==> config.mk <==
export PLATFORM = sky130hd
export DESIGN_NAME = smr90_rot_seq
export DESIGN_NICKNAME = d
export VERILOG_FILES = /design/src/sv/smr90_pkg.sv /design/src/sv/smr90_rot_seq.sv
export SDC_FILE = /design/constraint.sdc
export NUM_CORES = 1
export LEC_CHECK = 0
export BUFFER_PORTS_ARGS = -buffer_cell sky130_fd_sc_hd__buf_4
export CAP_MARGIN = 10
export CORE_MARGIN = 1
export CORE_UTILIZATION = 55
export DETAILED_ROUTE_END_ITERATION = 7
export PLACE_DENSITY = 0.85
export SLEW_MARGIN = 5
export SYNTH_ARGS = -nofsm -noshare
export SYNTH_HDL_FRONTEND = slang
export SYNTH_SLANG_ARGS = --single-unit
==> constraint.sdc <==
create_clock -name clk -period 4.15 [get_ports clk]
set_clock_uncertainty 0.05 [all_clocks]
set_input_delay 0.6225 -clock clk [delete_from_list [all_inputs] [get_ports clk]]
set_output_delay 0.6225 -clock clk [all_outputs]
set_load 0.02 [all_outputs]
==> src/sv/smr90_pkg.sv <==
// shared constants, codes and types of the square matrix rotator
// no dependencies; used by smr90_rot_seq, the top level and the checker
package smr90_pkg;

  // built sizes
  localparam int MAX_SIDE      = 16;
  localparam int ELEMENT_WIDTH = 32;
  localparam int CELLS         = MAX_SIDE * MAX_SIDE;
  localparam int POS_W         = (CELLS > 1) ? $clog2(CELLS) : 1;
  localparam int TOTAL_W       = $clog2(CELLS + 1);
  localparam int ROW_W         = (MAX_SIDE > 1) ? $clog2(MAX_SIDE) : 1;
  localparam int SIDE_W        = $clog2(MAX_SIDE + 1);
  localparam int CFG_W         = 5;
  localparam int ACT_W         = 2;

  // action codes carried on tuser
  localparam logic [ACT_W-1:0] ACT_LOAD   = 2'd0;
  localparam logic [ACT_W-1:0] ACT_ROTATE = 2'd1;
  localparam logic [ACT_W-1:0] ACT_READ   = 2'd2;

  // reset value of the size register
  localparam logic [CFG_W-1:0] SIZE_RESET = 5'd4;

  // top level control
  typedef enum logic [1:0] {
    ST_IDLE,
    ST_READ,
    ST_ROT
  } top_state_t;

  // rotation sequencer: four reads then four writes per swap
  typedef enum logic [3:0] {
    ROT_IDLE,
    ROT_RA,
    ROT_RB,
    ROT_RC,
    ROT_RD,
    ROT_WD,
    ROT_WC,
    ROT_WB,
    ROT_WA
  } rot_state_t;

  // which buffered corner feeds the write port
  typedef enum logic [1:0] {
    SEL_A,
    SEL_B,
    SEL_C,
    SEL_D
  } data_sel_t;

  // commands from the sequencer to the datapath
  typedef struct packed {
    logic             busy;
    logic             rd_en;
    logic             wr_en;
    logic             lat_a;
    logic             lat_b;
    logic             lat_c;
    data_sel_t        wsel;
    logic [ROW_W-1:0] row;
    logic [ROW_W-1:0] col;
  } rot_cmd_t;

endpackage

==> src/sv/smr90_rot_seq.sv <==
// rotation sequencer: walks rings and four-way swaps of the stored matrix
// depends on smr90_pkg; drives the shared address unit and memory port in the top
module smr90_rot_seq (
  input  logic                         clk,
  input  logic                         rst,
  input  logic                         start,
  input  logic [smr90_pkg::SIDE_W-1:0] side,
  output smr90_pkg::rot_cmd_t          cmd
);

  localparam int SW = smr90_pkg::SIDE_W;
  localparam int RW = smr90_pkg::ROW_W;

  smr90_pkg::rot_state_t state, state_next;
  logic [RW-1:0] ring, ring_next;
  logic [RW-1:0] k, k_next;

  logic [SW-1:0] ring_x, k_x, far_x, opp_x, half_x;
  logic [RW-1:0] far_r, opp_r;

  // ring geometry
  always_comb begin
    ring_x = SW'(ring);
    k_x    = SW'(k);
    far_x  = side - SW'(1) - ring_x;
    opp_x  = side - SW'(1) - k_x;
    half_x = side >> 1;
    far_r  = RW'(far_x);
    opp_r  = RW'(opp_x);
  end

  // state and loop registers
  always_ff @(posedge clk) begin
    if (rst) begin
      state <= smr90_pkg::ROT_IDLE;
      ring  <= '0;
      k     <= '0;
    end else begin
      state <= state_next;
      ring  <= ring_next;
      k     <= k_next;
    end
  end

  // next state and commands
  always_comb begin
    state_next = state;
    ring_next  = ring;
    k_next     = k;
    cmd        = '0;
    cmd.wsel   = smr90_pkg::SEL_A;
    cmd.busy   = (state != smr90_pkg::ROT_IDLE);
    case (state)
      smr90_pkg::ROT_IDLE: begin
        if (start) begin
          ring_next  = '0;
          k_next     = '0;
          state_next = smr90_pkg::ROT_RA;
        end
      end
      smr90_pkg::ROT_RA: begin
        cmd.rd_en  = 1'b1;
        cmd.row    = ring;
        cmd.col    = k;
        state_next = smr90_pkg::ROT_RB;
      end
      smr90_pkg::ROT_RB: begin
        cmd.rd_en  = 1'b1;
        cmd.lat_a  = 1'b1;
        cmd.row    = k;
        cmd.col    = far_r;
        state_next = smr90_pkg::ROT_RC;
      end
      smr90_pkg::ROT_RC: begin
        cmd.rd_en  = 1'b1;
        cmd.lat_b  = 1'b1;
        cmd.row    = far_r;
        cmd.col    = opp_r;
        state_next = smr90_pkg::ROT_RD;
      end
      smr90_pkg::ROT_RD: begin
        cmd.rd_en  = 1'b1;
        cmd.lat_c  = 1'b1;
        cmd.row    = opp_r;
        cmd.col    = ring;
        state_next = smr90_pkg::ROT_WD;
      end
      smr90_pkg::ROT_WD: begin
        cmd.wr_en  = 1'b1;
        cmd.wsel   = smr90_pkg::SEL_C;
        cmd.row    = opp_r;
        cmd.col    = ring;
        state_next = smr90_pkg::ROT_WC;
      end
      smr90_pkg::ROT_WC: begin
        cmd.wr_en  = 1'b1;
        cmd.wsel   = smr90_pkg::SEL_B;
        cmd.row    = far_r;
        cmd.col    = opp_r;
        state_next = smr90_pkg::ROT_WB;
      end
      smr90_pkg::ROT_WB: begin
        cmd.wr_en  = 1'b1;
        cmd.wsel   = smr90_pkg::SEL_A;
        cmd.row    = k;
        cmd.col    = far_r;
        state_next = smr90_pkg::ROT_WA;
      end
      smr90_pkg::ROT_WA: begin
        cmd.wr_en = 1'b1;
        cmd.wsel  = smr90_pkg::SEL_D;
        cmd.row   = ring;
        cmd.col   = k;
        // step along the ring, then inward, then finish
        if (k_x + SW'(1) < far_x) begin
          k_next     = k + RW'(1);
          state_next = smr90_pkg::ROT_RA;
        end else if (ring_x + SW'(1) < half_x) begin
          ring_next  = ring + RW'(1);
          k_next     = ring + RW'(1);
          state_next = smr90_pkg::ROT_RA;
        end else begin
          state_next = smr90_pkg::ROT_IDLE;
        end
      end
      default: begin
        state_next = smr90_pkg::ROT_IDLE;
      end
    endcase
  end

endmodule

# After elaboration in Yosys (flattened, before gate mapping)
# Cells that the tools add are included.
[word_totals] ff_bits=12 latchBits=0 ramBits=0 mem_bits_ro=0 in_bits=8 output_inout_bits=16 word_cells=52 n_memories=0
[classes] n_addsub=7 multipliers=0 div=0 order_cmp=2 eq_ne=12 n_shift=0 n_mux=17 bitwise=0 reduce_logical=11
[op_table] op="case mux 4 bit (9 select lines)" n=1
[op_table] op="case mux 8 bit (4 select lines)" n=1
[op_table] op="2-to-1 mux 4 bit" n=6
[op_table] op="equality test 4 x 3 -> 1 bit (second input constant)" n=4
[op_table] op="case mux 4 bit (2 select lines)" n=2
[op_table] op="adder 4 x 1 -> 5 bit (second input constant)" n=2
[op_table] op="adder 4 x 1 -> 4 bit (second input constant)" n=2
[op_table] op="equality test 4 x 2 -> 1 bit (second input constant)" n=2
[op_table] op="OR reduction 2 bit" n=4
[op_table] op="OR reduction 4 bit" n=2
[op_table] op="2-to-1 mux 1 bit" n=6
[op_table] op="inequality test 2 bit (second input constant)" n=3
[op_table] op="case mux 2 bit (3 select lines)" n=1
[op_table] op="less-than comparator 5 x 4 -> 1 bit" n=1
[op_table] op="less-than comparator 5 bit" n=1
[op_table] op="subtractor 5 x 1 -> 5 bit (second input constant)" n=1
[op_table] op="subtractor 5 x 4 -> 5 bit" n=1
[op_table] op="equality test 4 x 1 -> 1 bit (second input constant)" n=1
[op_table] op="equality test 4 bit (second input constant)" n=1
[op_table] op="zero test 4 bit" n=1
[op_table] op="AND reduction 4 bit" n=1
[op_table] op="nonzero test 4 bit" n=1
[op_table] op="subtractor 4 bit" n=1
[op_table] op="inequality test 3 bit (second input constant)" n=1
[op_table] op="2 further kinds" n=2

# Depth between registers and ports, before layout
[depth] depth_word=5 depth_mapped=13 mapped_depth_nobuf=13

# Worst setup path before layout
# No wires, ideal clock.
[synth_path] kind="input to register" start="input port side[0] (netlist name)" end="register k[1]" setup_time_ns=0.087 arrival_ns=3.094 required_time_ns=4.013 slack_ns=0.919 stages=12 n_path_buf=0 cell_sequence="inv_1 -> ha_1 -> fa_1 -> xnor2_1 -> inv_1 -> ha_1 -> a21o_1 -> a31oi_1 -> o21a_1 -> a21boi_0 -> or3_1 -> o31ai_1"
[synth_via] elab_chain_len=5 elab_cells_between_ends=7 cone_classes="add/sub: 2; order compare: 1; eq/ne: 1; mux: 2; reduce/logical: 1"
[synth_rtl] item="start, declared" line_no="smr90_rot_seq.sv:7" source="input logic [smr90_pkg::SIDE_W-1:0] side,"
[synth_rtl] item="subtractor 5 x 1 -> 5 bit (*)"
[synth_rtl] item="subtractor 5 x 4 -> 5 bit (*)" line_no="smr90_rot_seq.sv:25" source="far_x = side - SW'(1) - ring_x;"
[synth_rtl] item="less-than comparator 5 bit (*)" line_no="smr90_rot_seq.sv:115" source="if (k_x + SW'(1) < far_x) begin"
[synth_rtl] item="inequality test 3 bit (no line) or 2-to-1 mux 4 bit (tied branches)"
[synth_rtl] item="AND reduction 3 bit (no line) or case mux 4 bit (2 select lines) (tied branches)"
[synth_rtl] item="end signal, assigned" line_no="smr90_rot_seq.sv:41" source="k <= k_next;"
[synth_rtl] item="end, declared" line_no="smr90_rot_seq.sv:16" source="logic [RW-1:0] k, k_next;"
# Every way passes the cells marked *; elsewhere a longest branch is shown, timed or not.
# A chain may end at the register's enable or synchronous reset.

# Worst setup path after layout
[layout_path] start="input port side[0] (netlist name)" end="register k[3]"
# Same word-level chain as after synthesis.

==> results.md <==
- The die height is 56.6 microns.
- After detailed routing, the average wire length per cell comes to 14.3 microns.
- By area the synthesized netlist is led by sky130_fd_sc_hd__dfxtp_1 15%, sky130_fd_sc_hd__ha_1 13%, sky130_fd_sc_hd__a21oi_1 7.0%.
- Counting both buffers and inverters, the worst setup path holds a total of 3.
- The peak clock frequency supported by timing is 0.295 GHz.
- STA classifies the critical path endpoint as a flop.
- Summing all placed instances gives a cell area of ~1800 sq um.
- The number of antenna diodes in the final layout is 0.
- For this run, the leading register cell type out of synthesis is sky130_fd_sc_hd__dfxtp_1.
- In the post-synthesis netlist, the cell with the most instances is sky130_fd_sc_hd__a21oi_1.
- The effective utilization at floorplan is 0.589.
- Once detailed placement completed, the half-perimeter wirelength came to between 2 and 3 mm.
- The critical path arrival is ~3.5 ns.
- The routed design could run at a clock period as short as 3.39 ns.
- In this run the remaining antenna-violating nets after routing total 0.
- The number of nets produced by synthesis is 251.
- At the worst endpoint, the required time is 4.30 ns.
- The max capacitance violation total is 0.
- The kind of cell with the highest combined delay on the critical path is compound AO/OA/AOI/OAI gates.
- The total number of yosys warnings is 0.
- The delay of the slowest cell on the worst path is 0.44 ns.
- For the pin with the worst max-slew slack, the measured transition is 0.796 ns.
- The cell taking the most area after synthesis is sky130_fd_sc_hd__dfxtp_1.
- The worst register-to-register path has a setup slack of slightly below 1 ns.
- The slowest cell on the critical path is sky130_fd_sc_hd__fa_1.
- Setup repair after global routing left no endpoint under its margin.
- Post-CTS timing repair inserted 0 buffers for setup.
- The maximum number of pins on one net before global-route repair is 24.
- The detailed router placed 1641 vias in this run.
- The floorplan die area is 3200 sq um.
- In this run the worst hold path is classified as reg2reg.
- The part of the total power dissipated in sequential elements is 0.343.
- At the end of the flow, the number of nets in the layout was approximately 270.
- The initial antenna violation count is 0.
- The total global routing overflow is 0.
- The relative slew slack is 0.468.
- The worst setup path category is in2reg.
- The clock network fraction of design power is 0.168.
- For this design the total switching power over the nets is ~0.00018 W.
- The number of hold-slack violations in the final timing report came to 0.
- The count of H-tree levels built during CTS is 1.
- The number of max-slew violations in the final report is 0.
- The share of power burned in combinational logic is 0.489.
- Of the cells placed in the final design, the portion with a size suffix greater than 1 is 0.134.
- For this design the ratio of total power to cell area is 230 nW/um^2.
- Synthesis handed over a netlist of between 200 and 250 instances.
- TritonCTS built the clock tree.
- The total global-route track usage is 0.261.
- Dividing the detail-routed via count by the number of cells gives 6.10.
- In this run, distinct cell masters in the synthesized netlist total 45.
- The type of origin of the critical path is an input port.
- The violation count after the first detailed-route iteration is between 100 and 150.
- The worst-path maximum fanout is 5.
- The later pin in the worst-skew pair is clocked with a latency of roughly 0.27 ns.
- The number of clock buffers added by TritonCTS is 3.
- The count of boundary I/O pins is 24.
- Buffers inserted to repair hold after CTS numbered 0.
- Clock-pin slew was measured on the worst setup and hold paths at 0.07 ns.
- The number of global-route vias before repair is about 1.5k.
- Counting instances in the post-synthesis netlist gives the leading cell types as 23 x sky130_fd_sc_hd__a21oi_1, 20 x sky130_fd_sc_hd__nor2_1, 19 x sky130_fd_sc_hd__inv_1, 17 x sky130_fd_sc_hd__ha_1, 13 x sky130_fd_sc_hd__nand2_1.
- Traced cell by cell, the critical path runs through buf_4, inv_1, ha_1, fa_1, xnor2_1, inv_1, ha_1, a21o_1, a31oi_1, o21a_1, a21boi_0, a21oi_1, mux2i_1.
- The clock net sink count is 12.
- Total power for the finished layout comes to 0.000417 W.
- The fraction of synthesized cell area taken by the top area cell type is 0.147.
- The routed design has 3.84 mm of wire.
- During placement, the flow inserted port buffers numbering 23.
- Once layout is done, the placed cells without fillers occupy ~1800 sq um.
- The area inside the core boundary is 2780 sq um.
- The proportion of register bits with asynchronous set or reset after synthesis is 0.
- Counting along the longest clock path gives a buffer depth of 2.
- The congestion estimate from routability-driven global placement came to 0.884.
- From synthesis to final layout, the design area changed by 10.6%.
- In this run the static leakage power is roughly 0.77 nW.
- The floorplan has 19 rows.
- The per-instance average area after synthesis is 7.31 sq um.
- The combined area of all synthesized cells is 1640 sq um.
- The count of final setup violators is 0.
- The number of iterations in the first detailed-routing pass is 5.
- Of the total power, the share spent switching nets is 0.423.
- For the final routed database, the setup TNS stands at 0 ns.
- The sequential element share of the synthesized area is 0.147.
- The flow ran to the end, and the final reports show no timing, DRC or antenna violations.
- The number of remaining DRC errors is 0.
- The root cell of the clock tree is sky130_fd_sc_hd__clkbuf_4.
- Internal power comes to between 0.0002 and 0.00025 W.
- The maximum resistive drop on vdd is ~0.00031 V.
- Synthesis inferred 12 register bits.
- The number of enable-type register cells in the synthesized netlist is 0.
- The width of the die is 56.6 microns.
- Gates resized during post-CTS repair numbered 0.
- The first global-routing pass estimated 6.67 mm of wire.
- Dividing the final minimum period by the clock period gives 0.817.
-- state kept, by name, indices dropped and copies added (netlist names) --
name	count
state	4
k	4
ring	4
-- path summary, 6_finish.rpt --
kind / start / to / depth (start not counted)
max reg2reg: ring[0] / k[3] / 11
max: side[0] / k[3] / 13
min: ring[3] / ring[3] / 2
min reg2reg: ring[3] / ring[3] / 2
-- routing by layer --
| layer | global-route usage | share of wire | wire length [microns] | up-vias |
|---|---|---|---|---|
| met1 | 0.353 | 0.47 | 1800 | 755 |
| met5 | 0 | 0 | 0 | - |
| met3 | 0.0553 | 0.058 | 224 | 4 |
| met2 | 0.418 | 0.46 | 1760 | 56 |
| met4 | 0.0697 | 0.014 | 52 | 0 |
| li1 | - | - | - | 826 |
-- stage by stage --
stage,setup WS [ns],util,instances,hold WS [ns]
after detailed placement,0.523,0.643,266,0.484
after global placement,0.639,0.643,266,0.481
final,0.760,0.651,269,0.500
after global routing,0.580,0.651,269,0.516
after floorplan,0.919,-,224,0.429
after CTS,0.776,0.651,269,0.495
-- final cells by class --
cell class,count,area (sq um)
multi-input cells,180,1260
well taps,31,38.8
fillers,267,970
repair buffers,23,173
inverters,20,80.1
flip-flops and latches,12,240
clock buffers,3,22.5
-- power by group through the flow --
stage / clock network (W) / registers [W] / logic (W)
floorplan: 0 / 0.000125 / 0.000173
CTS: 0.0000726 / 0.000143 / 0.000204
finish: 0.0000700 / 0.000143 / 0.000204
global placement: 0 / 0.000145 / 0.000200
global route: 0.0000783 / 0.000146 / 0.000225
detailed placement: 0 / 0.000145 / 0.000203
-- layout by cell type (no fill, tap or decap), drive strengths merged, types with 3 or more instances in the layout --
| cell | count |
|---|---|
| a211oi | 3 |
| a21o | 5 |
| a21oi | 24 |
| a22oi | 6 |
| a31oi | 3 |
| buf | 23 |
| clkbuf | 3 |
| dfxtp | 12 |
| ha | 17 |
| inv | 19 |
| nand2 | 14 |
| nand2b | 8 |
| nand3 | 5 |
| nor2 | 20 |
| nor2b | 3 |
| nor3 | 9 |
| o21a | 3 |
| o21ai | 11 |
| o22ai | 5 |
| o31ai | 3 |
| xnor2 | 12 |
| xor2 | 6 |
-- worst min-delay path, stage by stage (launching register included) --
cell and delay (ns):
sky130_fd_sc_hd__dfxtp_1 0.36, sky130_fd_sc_hd__nand2_1 0.09, sky130_fd_sc_hd__a21oi_2 0.05
-- logic make-up after synthesis --
logic type                 after synthesis  synth area share
AOI/OAI and AO/OA                       73             0.291
and+or+nand+nor                         68             0.214
buffers and inverters                   32            0.0856
adders and majority gates               19             0.154
xor gates and xnor gates                18            0.0963
DFF                                     12             0.147
muxes                                    2            0.0122
Power figures use the tool's default switching activity.
